File: src/hw/rtl/tirp_pkg.sv
// ----------------------------------------------------------------------------
// tirp_pkg - shared types and codes of the telnet receive parser
// Telnet command and option codes, parse modes, result kinds and the
// per-channel state and result word layouts.
// ----------------------------------------------------------------------------
package tirp_pkg;

	// Telnet command bytes
	localparam logic [7:0] CMD_IAC  = 8'd255;
	localparam logic [7:0] CMD_DONT = 8'd254;
	localparam logic [7:0] CMD_DO   = 8'd253;
	localparam logic [7:0] CMD_WONT = 8'd252;
	localparam logic [7:0] CMD_WILL = 8'd251;
	localparam logic [7:0] CMD_SB   = 8'd250;
	localparam logic [7:0] CMD_EL   = 8'd248;
	localparam logic [7:0] CMD_EC   = 8'd247;
	localparam logic [7:0] CMD_AYT  = 8'd246;
	localparam logic [7:0] CMD_IP   = 8'd244;
	localparam logic [7:0] CMD_BRK  = 8'd243;
	localparam logic [7:0] CMD_DM   = 8'd242;
	localparam logic [7:0] CMD_SE   = 8'd240;
	localparam logic [7:0] CMD_EOR  = 8'd239;

	// Option codes
	localparam logic [7:0] OPT_ECHO     = 8'd1;
	localparam logic [7:0] OPT_SGA      = 8'd3;
	localparam logic [7:0] OPT_NAWS     = 8'd31;
	localparam logic [7:0] OPT_LINEMODE = 8'd34;

	// Characters
	localparam logic [7:0] CHR_NUL = 8'd0;
	localparam logic [7:0] CHR_ETX = 8'h03;
	localparam logic [7:0] CHR_BS  = 8'd8;
	localparam logic [7:0] CHR_CR  = 8'd13;

	// Parse modes
	localparam logic [2:0] MODE_DATA  = 3'd0;
	localparam logic [2:0] MODE_IAC   = 3'd1;
	localparam logic [2:0] MODE_WILL  = 3'd2;
	localparam logic [2:0] MODE_WONT  = 3'd3;
	localparam logic [2:0] MODE_DO    = 3'd4;
	localparam logic [2:0] MODE_DONT  = 3'd5;
	localparam logic [2:0] MODE_SB    = 3'd6;
	localparam logic [2:0] MODE_SBIAC = 3'd7;

	// Result kinds
	localparam logic [2:0] KIND_CONSUMED = 3'd0;
	localparam logic [2:0] KIND_CHAR     = 3'd1;
	localparam logic [2:0] KIND_REPLY    = 3'd2;
	localparam logic [2:0] KIND_MESSAGE  = 3'd3;
	localparam logic [2:0] KIND_DATAMARK = 3'd4;
	localparam logic [2:0] KIND_SUBBEGIN = 3'd5;
	localparam logic [2:0] KIND_SUBEND   = 3'd6;
	localparam logic [2:0] KIND_EOR      = 3'd7;

	// Canned message identifiers
	localparam logic [1:0] MSG_AYT = 2'd0;
	localparam logic [1:0] MSG_BRK = 2'd1;
	localparam logic [1:0] MSG_IP  = 2'd2;

	// Only the first five subnegotiation bytes are ever looked at (NAWS record)
	localparam int NAWS_BYTES = 5;

	// Result queue depth
	localparam int OUT_DEPTH = 8;

	typedef struct packed {
		logic [2:0]                  mode;
		logic                        after_cr;
		logic [15:0]                 cols;
		logic [15:0]                 rows;
		logic [NAWS_BYTES-1:0][7:0]  naws;
	} state_t;

	localparam int STATE_W = $bits(state_t);

	typedef struct packed {
		logic [2:0]  kind;
		logic [7:0]  char_value;
		logic [7:0]  reply_verb;
		logic [7:0]  reply_option;
		logic [1:0]  message_id;
		logic [15:0] cols;
		logic [15:0] rows;
		logic        last;
	} result_t;

endpackage

File: src/hw/rtl/tirp_state_mem.sv
// ----------------------------------------------------------------------------
// tirp_state_mem - per-channel state memory
// Registered synchronous read, write port, per-entry valid bits for reset
// and forwarding of a write that lands on the same edge as a read.
// ----------------------------------------------------------------------------
module tirp_state_mem #(
	parameter int CHANNELS = 8,
	parameter int WORD_W   = 80,
	parameter int IW       = (CHANNELS > 1) ? $clog2(CHANNELS) : 1
) (
	input  logic              clk,
	input  logic              arst_n,
	input  logic              rd_en,
	input  logic [IW-1:0]     rd_idx,
	input  logic              wr_en,
	input  logic [IW-1:0]     wr_idx,
	input  logic [WORD_W-1:0] wr_data,
	output logic [WORD_W-1:0] rd_data
);

	logic [WORD_W-1:0]   mem [CHANNELS];
	logic [CHANNELS-1:0] valid_q;
	logic [WORD_W-1:0]   rdata_q;
	logic                rvalid_q;
	logic                fwd_hit_q;
	logic [WORD_W-1:0]   fwd_data_q;

	always_ff @(posedge clk) begin
		if (wr_en) begin
			mem[wr_idx] <= wr_data;
		end
		if (rd_en) begin
			rdata_q    <= mem[rd_idx];
			fwd_data_q <= wr_data;
		end
	end

	always_ff @(posedge clk or negedge arst_n) begin
		if (!arst_n) begin
			valid_q   <= '0;
			rvalid_q  <= 1'b0;
			fwd_hit_q <= 1'b0;
		end else begin
			if (wr_en) begin
				valid_q[wr_idx] <= 1'b1;
			end
			if (rd_en) begin
				rvalid_q  <= valid_q[rd_idx];
				fwd_hit_q <= wr_en && (wr_idx == rd_idx);
			end
		end
	end

	// a never-written entry reads as its reset value, zero
	assign rd_data = fwd_hit_q ? fwd_data_q : (rvalid_q ? rdata_q : '0);

endmodule

File: src/hw/rtl/tirp_parse.sv
// ----------------------------------------------------------------------------
// tirp_parse - telnet parse step
// Next state of one channel and the one or two results of one byte.
// ----------------------------------------------------------------------------
module tirp_parse #(
	parameter int SUB_DEPTH = 16,
	parameter int CW        = $clog2(SUB_DEPTH + 1)
) (
	input  logic                in_range,
	input  logic [7:0]          rx_byte,
	input  tirp_pkg::state_t    cur,
	input  logic [CW-1:0]       cur_count,
	output tirp_pkg::state_t    nxt,
	output logic [CW-1:0]       nxt_count,
	output logic                pair,
	output tirp_pkg::result_t   r0,
	output tirp_pkg::result_t   r1
);
	import tirp_pkg::*;

	logic store;
	logic apply;

	always_comb begin
		nxt       = cur;
		nxt.mode  = MODE_DATA;
		nxt_count = cur_count;
		pair      = 1'b0;
		store     = 1'b0;
		apply     = 1'b0;
		r0        = '0;
		r1        = '0;
		r0.kind   = KIND_CONSUMED;

		case (cur.mode)
			MODE_IAC, MODE_SBIAC: begin
				case (rx_byte)
					CMD_IAC: begin
						if (cur.mode == MODE_SBIAC) begin
							store    = 1'b1;
							nxt.mode = MODE_SB;
						end else begin
							r0.kind       = KIND_CHAR;
							r0.char_value = CMD_IAC;
						end
					end
					CMD_WILL: nxt.mode = MODE_WILL;
					CMD_WONT: nxt.mode = MODE_WONT;
					CMD_DO:   nxt.mode = MODE_DO;
					CMD_DONT: nxt.mode = MODE_DONT;
					CMD_SB: begin
						nxt.mode  = MODE_SB;
						nxt_count = '0;
						r0.kind   = KIND_SUBBEGIN;
					end
					CMD_EL: begin
						r0.kind       = KIND_CHAR;
						r0.char_value = CHR_ETX;
					end
					CMD_EC: begin
						r0.kind       = KIND_CHAR;
						r0.char_value = CHR_BS;
					end
					CMD_AYT: begin
						r0.kind       = KIND_MESSAGE;
						r0.message_id = MSG_AYT;
					end
					CMD_IP: begin
						r0.kind       = KIND_MESSAGE;
						r0.message_id = MSG_IP;
					end
					CMD_BRK: begin
						r0.kind       = KIND_MESSAGE;
						r0.message_id = MSG_BRK;
					end
					CMD_DM:  r0.kind = KIND_DATAMARK;
					CMD_SE: begin
						apply   = 1'b1;
						r0.kind = KIND_SUBEND;
					end
					CMD_EOR: r0.kind = KIND_EOR;
					default: ;
				endcase
			end
			MODE_SB: begin
				if (rx_byte == CMD_IAC) begin
					nxt.mode = MODE_SBIAC;
				end else begin
					nxt.mode = MODE_SB;
					store    = 1'b1;
				end
			end
			MODE_WILL: begin
				r0.kind = KIND_REPLY;
				if (rx_byte == OPT_LINEMODE) begin
					r0.reply_verb   = CMD_DONT;
					r0.reply_option = OPT_LINEMODE;
					pair            = 1'b1;
					r1.kind         = KIND_REPLY;
					r1.reply_verb   = CMD_DO;
					r1.reply_option = OPT_ECHO;
				end else if (rx_byte == OPT_NAWS) begin
					r0.reply_verb   = CMD_DO;
					r0.reply_option = OPT_NAWS;
				end else begin
					r0.reply_verb   = CMD_DONT;
					r0.reply_option = rx_byte;
				end
			end
			MODE_DO: begin
				if (rx_byte == OPT_SGA) begin
					r0.kind         = KIND_REPLY;
					r0.reply_verb   = CMD_WILL;
					r0.reply_option = OPT_SGA;
				end else if (rx_byte != OPT_ECHO) begin
					r0.kind         = KIND_REPLY;
					r0.reply_verb   = CMD_WONT;
					r0.reply_option = rx_byte;
				end
			end
			MODE_WONT: begin
				r0.kind = KIND_REPLY;
				if (rx_byte == OPT_ECHO) begin
					r0.reply_verb   = CMD_WILL;
					r0.reply_option = OPT_ECHO;
				end else begin
					r0.reply_verb   = CMD_WONT;
					r0.reply_option = rx_byte;
				end
			end
			MODE_DONT: ;
			default: begin
				if (rx_byte == CMD_IAC) begin
					nxt.mode = MODE_IAC;
				end else begin
					if (!(rx_byte == CHR_NUL && cur.after_cr)) begin
						r0.kind       = KIND_CHAR;
						r0.char_value = rx_byte;
					end
					nxt.after_cr = (rx_byte == CHR_CR);
				end
			end
		endcase

		// keep only the NAWS bytes; the count still saturates at the buffer depth
		if (store && (cur_count < CW'(SUB_DEPTH))) begin
			for (int i = 0; i < NAWS_BYTES; i++) begin
				if (cur_count == CW'(i)) begin
					nxt.naws[i] = rx_byte;
				end
			end
			nxt_count = cur_count + 1'b1;
		end

		if (apply && (cur.naws[0] == OPT_NAWS)) begin
			nxt.cols = {cur.naws[1], cur.naws[2]};
			nxt.rows = {cur.naws[3], cur.naws[4]};
		end

		r0.cols = nxt.cols;
		r0.rows = nxt.rows;
		r0.last = !pair;
		r1.cols = nxt.cols;
		r1.rows = nxt.rows;
		r1.last = 1'b1;

		if (!in_range) begin
			nxt       = cur;
			nxt_count = cur_count;
			pair      = 1'b0;
			r0        = '0;
			r0.last   = 1'b1;
			r1        = '0;
		end
	end

endmodule

File: src/hw/rtl/tirp_out_fifo.sv
// ----------------------------------------------------------------------------
// tirp_out_fifo - result queue
// Takes one or two results a cycle, hands out one a cycle on the stream while out_ready is high.
// ----------------------------------------------------------------------------
module tirp_out_fifo (
	input  logic                clk,
	input  logic                arst_n,
	input  logic                push0,
	input  logic                push1,
	input  tirp_pkg::result_t   d0,
	input  tirp_pkg::result_t   d1,
	output logic [$clog2(tirp_pkg::OUT_DEPTH+1)-1:0] level,
	output logic                out_valid,
	input  logic                out_ready,
	output tirp_pkg::result_t   head
);
	import tirp_pkg::*;

	localparam int PW = $clog2(OUT_DEPTH);
	localparam int LW = $clog2(OUT_DEPTH + 1);

	result_t       mem_q [OUT_DEPTH];
	logic [PW-1:0] wp_q;
	logic [PW-1:0] rp_q;
	logic [LW-1:0] level_q;
	logic          pop;

	assign out_valid = (level_q != '0);
	assign pop       = out_valid && out_ready;
	assign head      = mem_q[rp_q];
	assign level     = level_q;

	always_ff @(posedge clk) begin
		if (push0) begin
			mem_q[wp_q] <= d0;
		end
		if (push1) begin
			mem_q[wp_q + 1'b1] <= d1;
		end
	end

	always_ff @(posedge clk or negedge arst_n) begin
		if (!arst_n) begin
			wp_q    <= '0;
			rp_q    <= '0;
			level_q <= '0;
		end else begin
			wp_q    <= wp_q + PW'(push0) + PW'(push1);
			rp_q    <= rp_q + PW'(pop);
			level_q <= level_q + LW'(push0) + LW'(push1) - LW'(pop);
		end
	end

endmodule

File: src/hw/rtl/telnet_iac_receive_parser.sv
// ----------------------------------------------------------------------------
// telnet_iac_receive_parser - multi-channel telnet receive parser
// Per-channel NVT byte parser with IAC command handling, option replies
// and NAWS window size decoding.
// ----------------------------------------------------------------------------
// Takes one received telnet byte per cycle (s_tdata) for the channel given
// on s_tuser and returns one result word per byte, two for a WILL LINEMODE
// request (DONT LINEMODE, then DO ECHO), with tlast on the final word of each
// byte. The sustained rate is one byte per clock; the first result word
// shows on m_tvalid after stage 1 and the result queue. Each channel's parse
// mode, CR flag, subnegotiation count, window size and the first five
// subnegotiation bytes live in one state memory word, read on the accept edge
// and written back on the next edge; a byte for the same channel right behind
// takes the written-back word by forwarding, so no bubble is needed. Results
// go into an eight-word queue; s_tready drops while the queue is too full
// to hold the worst case of two words for each byte in flight, which is what
// sets the pace when the downstream side stalls or two-word replies pile up.
// Reset needs no clearing pass: per-channel valid bits make an unwritten
// entry read as the reset state. Bytes on a channel at or above CHANNELS are
// answered with an all-zero consumed word and change nothing.
// ----------------------------------------------------------------------------
module telnet_iac_receive_parser #(
	parameter int CHANNELS  = 8,
	parameter int SUB_DEPTH = 16
) (
	input  logic        clk,
	input  logic        arst_n,
	// input bytes
	input  logic        s_tvalid,
	output logic        s_tready,
	input  logic [7:0]  s_tdata,   // [7:0] rx_byte
	input  logic [2:0]  s_tuser,   // [2:0] channel
	// results
	output logic        m_tvalid,
	input  logic        m_tready,
	output logic [63:0] m_tdata,   // [7:0] char_value, [15:8] reply_verb,
	                               // [23:16] reply_option, [25:24] message_id,
	                               // [41:26] cols, [57:42] rows, [63:58] zero
	output logic [2:0]  m_tuser,   // [2:0] kind
	output logic        m_tlast    // last word of this byte
);
	import tirp_pkg::*;

	localparam int IW     = (CHANNELS > 1) ? $clog2(CHANNELS) : 1;
	localparam int CW     = $clog2(SUB_DEPTH + 1);
	localparam int WORD_W = CW + STATE_W;
	localparam int LW     = $clog2(OUT_DEPTH + 1);

	logic              accept;
	logic              v_s1;
	logic [2:0]        ch_s1;
	logic [7:0]        byte_s1;
	logic              in_range_s1;
	logic [WORD_W-1:0] rd_word;
	logic [WORD_W-1:0] wr_word;
	logic              wr_en;
	state_t            cur;
	state_t            nxt;
	logic [CW-1:0]     cur_count;
	logic [CW-1:0]     nxt_count;
	logic              pair;
	result_t           r0;
	result_t           r1;
	result_t           head;
	logic [LW-1:0]     level;

	// take a byte only if the queue can hold two words for it and the one ahead
	assign s_tready = ({1'b0, level} + (v_s1 ? (LW+1)'(2) : '0)) <= (LW+1)'(OUT_DEPTH - 2);
	assign accept   = s_tvalid && s_tready;

	// stage 1: byte whose state word is being read
	always_ff @(posedge clk or negedge arst_n) begin
		if (!arst_n) begin
			v_s1 <= 1'b0;
		end else begin
			v_s1 <= accept;
		end
	end

	always_ff @(posedge clk) begin
		if (accept) begin
			ch_s1   <= s_tuser;
			byte_s1 <= s_tdata;
		end
	end

	assign in_range_s1 = int'(ch_s1) < CHANNELS;

	tirp_state_mem #(
		.CHANNELS (CHANNELS),
		.WORD_W   (WORD_W)
	) u_mem (
		.clk     (clk),
		.arst_n  (arst_n),
		.rd_en   (accept),
		.rd_idx  (IW'(s_tuser)),
		.wr_en   (wr_en),
		.wr_idx  (IW'(ch_s1)),
		.wr_data (wr_word),
		.rd_data (rd_word)
	);

	assign cur_count = rd_word[WORD_W-1 -: CW];
	assign cur       = state_t'(rd_word[STATE_W-1:0]);

	tirp_parse #(
		.SUB_DEPTH (SUB_DEPTH)
	) u_parse (
		.in_range  (in_range_s1),
		.rx_byte   (byte_s1),
		.cur       (cur),
		.cur_count (cur_count),
		.nxt       (nxt),
		.nxt_count (nxt_count),
		.pair      (pair),
		.r0        (r0),
		.r1        (r1)
	);

	// write back the updated word; out-of-range channels leave memory alone
	assign wr_en   = v_s1 && in_range_s1;
	assign wr_word = {nxt_count, nxt};

	tirp_out_fifo u_fifo (
		.clk       (clk),
		.arst_n    (arst_n),
		.push0     (v_s1),
		.push1     (v_s1 && pair),
		.d0        (r0),
		.d1        (r1),
		.level     (level),
		.out_valid (m_tvalid),
		.out_ready (m_tready),
		.head      (head)
	);

	assign m_tdata = {6'd0, head.rows, head.cols, head.message_id,
	                  head.reply_option, head.reply_verb, head.char_value};
	assign m_tuser = head.kind;
	assign m_tlast = head.last;

	// the queue never takes more words than it has room for
	a_no_overflow: assert property (@(posedge clk) disable iff (!arst_n)
		v_s1 |-> ({1'b0, level} + (pair ? (LW+1)'(2) : (LW+1)'(1))) <= (LW+1)'(OUT_DEPTH))
		else $error("result queue overflow");

	// two words come only from a WILL LINEMODE request
	a_pair_source: assert property (@(posedge clk) disable iff (!arst_n)
		(v_s1 && pair) |-> (cur.mode == MODE_WILL && byte_s1 == OPT_LINEMODE))
		else $error("two-word result without WILL LINEMODE");

	// back-to-back bytes on one channel see the state just written
	a_forward: assert property (@(posedge clk) disable iff (!arst_n)
		(v_s1 && in_range_s1 && $past(v_s1 && in_range_s1) && ch_s1 == $past(ch_s1))
		|-> (cur == $past(nxt) && cur_count == $past(nxt_count)))
		else $error("stale state read for back-to-back bytes");

endmodule

File: config.mk
export PLATFORM = sky130hd
export DESIGN_NAME = telnet_iac_receive_parser
export DESIGN_NICKNAME = d
export VERILOG_FILES = /design/src/hw/rtl/tirp_pkg.sv /design/src/hw/rtl/tirp_state_mem.sv /design/src/hw/rtl/tirp_parse.sv /design/src/hw/rtl/tirp_out_fifo.sv /design/src/hw/rtl/telnet_iac_receive_parser.sv
export SDC_FILE = /design/constraint.sdc
export NUM_CORES = 1
export LEC_CHECK = 0
export ABC_CLOCK_PERIOD_IN_PS = 7820
export BUFFER_PORTS_ARGS = -buffer_cell sky130_fd_sc_hd__buf_2
export CAP_MARGIN = 20
export CORE_ASPECT_RATIO = 0.7
export CORE_MARGIN = 1.5
export CORE_UTILIZATION = 63
export DETAILED_ROUTE_END_ITERATION = 8
export PLACE_DENSITY = 0.77
export SYNTH_ARGS = -nofsm -noshare
export SYNTH_HDL_FRONTEND = slang
export SYNTH_SLANG_ARGS = --single-unit
export TNS_END_PERCENT = 100
File: constraint.sdc
create_clock -name clk -period 7.82 [get_ports clk]
set_input_delay 0.391 -clock clk [delete_from_list [all_inputs] [get_ports clk]]
set_output_delay 0.391 -clock clk [all_outputs]
set_load 0.01 [all_outputs]
# Word level (Yosys, flattened, before mapping)
# Memories as Yosys holds them, arrays and structs flattened. A register that Yosys moved wholly into a read port is not among the register bits.
# Cells that the tools add are included.
# word_totals
in_bits	15
memories	2
regBits	113
out_inout_bits	70
ram_bits	1144
word_cells	137
# mem_list
name	words	word_bits	rd	rd_ports_with_merged_regs	wr	line_no	text
u_mem.mem	8	81	1	1	1	tirp_state_mem.sv:21	logic [WORD_W-1:0] mem [CHANNELS];
u_fifo.mem_q	8	62	1	0	2	tirp_out_fifo.sv:22	result_t mem_q [OUT_DEPTH];
# classes
eq_ne	33
bitwise	1
mux	57
reduce_logical	20
n_addsub	9
order_cmp	5
# op_table
operator	count
$mux W81	2
$eq A8 B8 Y1 const B	14
$mux W16	4
$pmux W16 S3	1
$mux W40	1
$mux W8	5
$mux W32	1
$mux W9	3
$pmux W8 S3	1
$pmux W3 S7	1
$mux W10	2
$pmux W3 S6	1
$mux W1	17
$eq A8 B5 Y1 const B	2
$pmux W8 S2	1
$mux W5	3
$eq A3 B3 Y1 const B	4
$pmux W3 S4	1
$mux W11	1
$eq A5 B2 Y1 const B	2
$add A3 B1 Y3	3
$mux W3	3
$pmux W3 S3	1
$add A4 B1 Y4	2
other kinds (34)	49

# Depth between registers and ports, before layout
# logic_depth
ltp_word	8
mapped_depth	12
mapped_depth_nobuf	10

# Modules after synthesis
# Synthesis repeated with hierarchy kept, for this count alone.
# unflattened
cells_unflattened	3058
hier_area_um2	59230.6
# by_module_without_submodules
module	cells_each	area_per_inst_um2	seq_area_each_um2	n_inst
tirp_state_mem	1244	30442.9	24573.6	1
tirp_out_fifo	1330	25115.3	15144.5	1
tirp_parse	453	3191.8	0.0	1
telnet_iac_receive_parser	31	480.5	355.3	1

# Worst setup path after synthesis
# Ideal clock, no wire load.
# synth_timing
path_kind	register to register
startpoint	reg v_s1
endpoint	reg u_mem.valid_q[0]
path_buffers	1
stages_incl_launch_ff	5
setup_time_ps	99
setup_slack_ps	972
required_time_ps	7721
t_arrival_ps	6749
synth_period_minus_slack_ps	6848
cell_sequence	dfrtp_1 -> buf_2 -> nand2b_1 -> nor3_1 -> or2_2
# synth_lines
element	line_no	text
from (decl)	telnet_iac_receive_parser.sv:50	logic v_s1;
from (signal assigned)	telnet_iac_receive_parser.sv:76	v_s1 <= accept;
to (signal assigned)	tirp_state_mem.sv:40	valid_q <= '0;
to (signal, indexed assignment)	tirp_state_mem.sv:45	valid_q[wr_idx] <= 1'b1;
to (decl)	tirp_state_mem.sv:22	logic [CHANNELS-1:0] valid_q;

==> impl_metrics.toml <==
[outcome]
status = "finished clean"

[global_routing]
grt_antenna_before_repair = 2
grt_pass1_vias = 29887
gr-total-overflow = 0
grt_pass1_wl_mm = 192
grt_max_degree = 107
grt_use_total_pct = 30.9

[die]
start_util_pct = 64.1
coreArea_um2 = 82900
core.rowCount = 88
die_w_um = 350
die-height_um = 246
dieArea_um2 = 86100
ios = 85

[setup_path]
end_kind = "flip-flop"
worstPathMaxFanout = 13
r2r_slack_ns = 3.33
worstSetupStartpointType = "flip-flop"
worstPathArrival_ns = 4.92
crit_required_ns = 8.25
worstSetupPathType = "flip-flop to flip-flop"

[cts]
cts_resized = 0
path_clk_slew_ns = 0.06
cts_buffers = 115
cts_tree = "done"
clkLatencyLatePin_ns = 0.73
root_buffer = "clkbuf_16"
htree_levels = 3
cts.sinks = 1306
clock_path_buffers = 3

[logic_synthesis]
avgSynthCellArea_um2 = 17.4
mappedNetlistArea_um2 = 53100
yosysMostFrequentCell = "edfxtp_1"
yosysTopAreaCellShare_pct = 63.1
synth-main-ff-cell = "edfxtp_1"
synth_seq_cells = 1306
async_reset_ff_share_pct = 1.61
synth_top_cell_by_area = "edfxtp_1"
synth.area.top_cells = "edfxtp_1 63%, mux4_2 12%, dfxtp_1 6.3%"
yosys-top-cells-count = "1117 x edfxtp_1, 280 x mux4_2, 265 x nor3_1, 179 x nand2_1, 178 x mux2_2"
synth_seq_area_share_pct = 70.4
netlist_instances = 3055
yosysWarnings = 0
synthDistinctLibCells = 68
synth_edf_count = 1117

[place]
port_buffers = 78
place_ws_ns = 3.53
gp_congestion = 0.855
dp_hpwl_mm = 70.2

[route]
vias = 29688
dr.first_iter.drc_count = 4137
vias_per_cell = 6.85
wl_per_cell_um = 30.2
postRouteAntennaNets = 0
drc_errors = 0
first_pass_iters = 8
wl_mm = 131

[power]
p_leak_nw = 19.4
power_frac_clock_pct = 26.8
comb_power_share_pct = 25.7
p_int_mw = 14.4
finalPower_mw = 21.0
power_frac_seq_pct = 47.5
power_density_nw_per_um2 = 359
switching_power_mw = 6.66
ir_drop_mv = 0.315
swShare_pct = 31.7

[timing]
whs_ns = 0.113
finalCritPeriodShare_pct = 57.5
setup_slack_ns = 3.33
worst_pin_slew_ns = 1.21
final-hold-violation-count = 0
fin_worst_skew_ns = 0.0357
fin_tns_setup_ns = 0
rsz0062_at_grt = "false"
fin_crit_ns = 4.49
slew_headroom_pct = 19.3
drv_slew = 0
fmax_mhz = 223
setup_viol = 0

[final_layout]
antenna_cells = 0
layout-drive-gt1-share_pct = 27.2
num-nets-final = 3145
n_fill_cell = 5021
syn2layout_area_growth_pct = 10.3

[run]
cap_violations = 0

[worst_hold_path]
hold_class = "input port to flip-flop"
==> through the flow <==
stage                     utilization [%]  std cells  area (µm²)
after floorplan                         -       3060       53200
after global placement               65.9       4100       54600
after detailed placement             66.0       4103       54700
after CTS                            70.6       4325       58500
after global routing                 70.7       4333       58600
final                                70.7       4333       58600
==> per-layer routing <==
metal,vias up,part of all wire [%],global-route usage [%]
met3,256,13,8.39
met1,15125,38,43.8
met5,-,0,0
met4,0,2.9,10.0
met2,1949,46,47.4
li1,12358,-,-
==> flip-flops by register name, indices dropped and copies added, names as in the netlist <==
register	count
u_mem.mem	648
u_fifo.mem_q	464
u_mem.fwd_data_q	81
u_mem.rdata_q	81
byte_s1	8
u_mem.valid_q	8
u_fifo.level	4
ch_s1	3
u_fifo.rp_q	3
u_fifo.wp_q	3
u_mem.fwd_hit_q	1
u_mem.rvalid_q	1
v_s1	1
==> critical path, stage by stage (launching register included) <==
cell	delay (ns)
edfxtp_1	1.13
nand4_1	0.87
nor2_1	0.45
o211a_1	0.50
nand3_1	0.50
mux2i_1	0.73
==> layout make-up <==
type	count	area, µm²	area share, %
inverters	26	103	0.175
clock inverters	63	629	1.07
flip-flops and latches	1306	37400	63.9
well taps	1125	1410	2.40
multi-input cells	1515	14900	25.4
repair buffers	148	1060	1.82
clock buffers	150	3080	5.25
==> power groups by stage <==
stage	Clock, mW	Sequential, mW	Combinational [mW]
final	5.64	10.0	5.40
after global routing	5.94	10.1	5.75
after CTS	5.68	10.0	5.23
after detailed placement	0	10.2	5.19
after global placement	0	10.1	4.97
after floorplan	0	9.79	3.61
==> what timing repair did <==
action,4_1_cts,5_1_grt
buffers inserted,0,0
hold buffers,9,0
endpoints found under the hold margin,29,0
==> logic make-up after synthesis <==
kind of cell	count (synthesis)	synth area share, %
simple gates	644	6.40
buf+inv	239	1.99
other cells	1	0.00706
xor+xnor	13	0.214
flops	1306	70.4
mux	464	15.8
fa+ha+maj	18	0.466
compound gates	370	4.72
==> worst paths after layout <==
| path | startpoint | depth (start not counted) | end |
|---|---|---|---|
| worst min-delay path | m_tready | 3 | u_fifo.rp_q[0] |
| worst min register to register | u_fifo.mem_q[6][41] | 2 | u_fifo.mem_q[6][41] |
| worst max-delay path | byte_s1[5] | 5 | u_mem.mem[2][1] |
| worst max register to register | byte_s1[5] | 5 | u_mem.mem[2][1] |
| min in group asynchronous | arst_n | 2 | u_fifo.rp_q[1] |
| max in group asynchronous | arst_n | 2 | u_mem.fwd_hit_q |
==> placed cells by master (no fill, tap or decap), types with 15 or more instances in the layout <==
master and instances:
a21oi_2 30, a22o_1 80, buf_2 76, buf_4 50, clkbuf_1 29, clkbuf_16 116
clkinv_1 22, clkinv_2 17, dfrtp_1 17, dfxtp_1 168, edfxtp_1 1117, ha_1 15
inv_1 17, mux2_2 178, mux4_2 280, nand2_1 179, nand3_1 19, nand4_1 18
nor2_1 76, nor3_1 263, nor3_4 31, o21ai_0 172
Note: power is estimated with default switching activity, not from simulation.
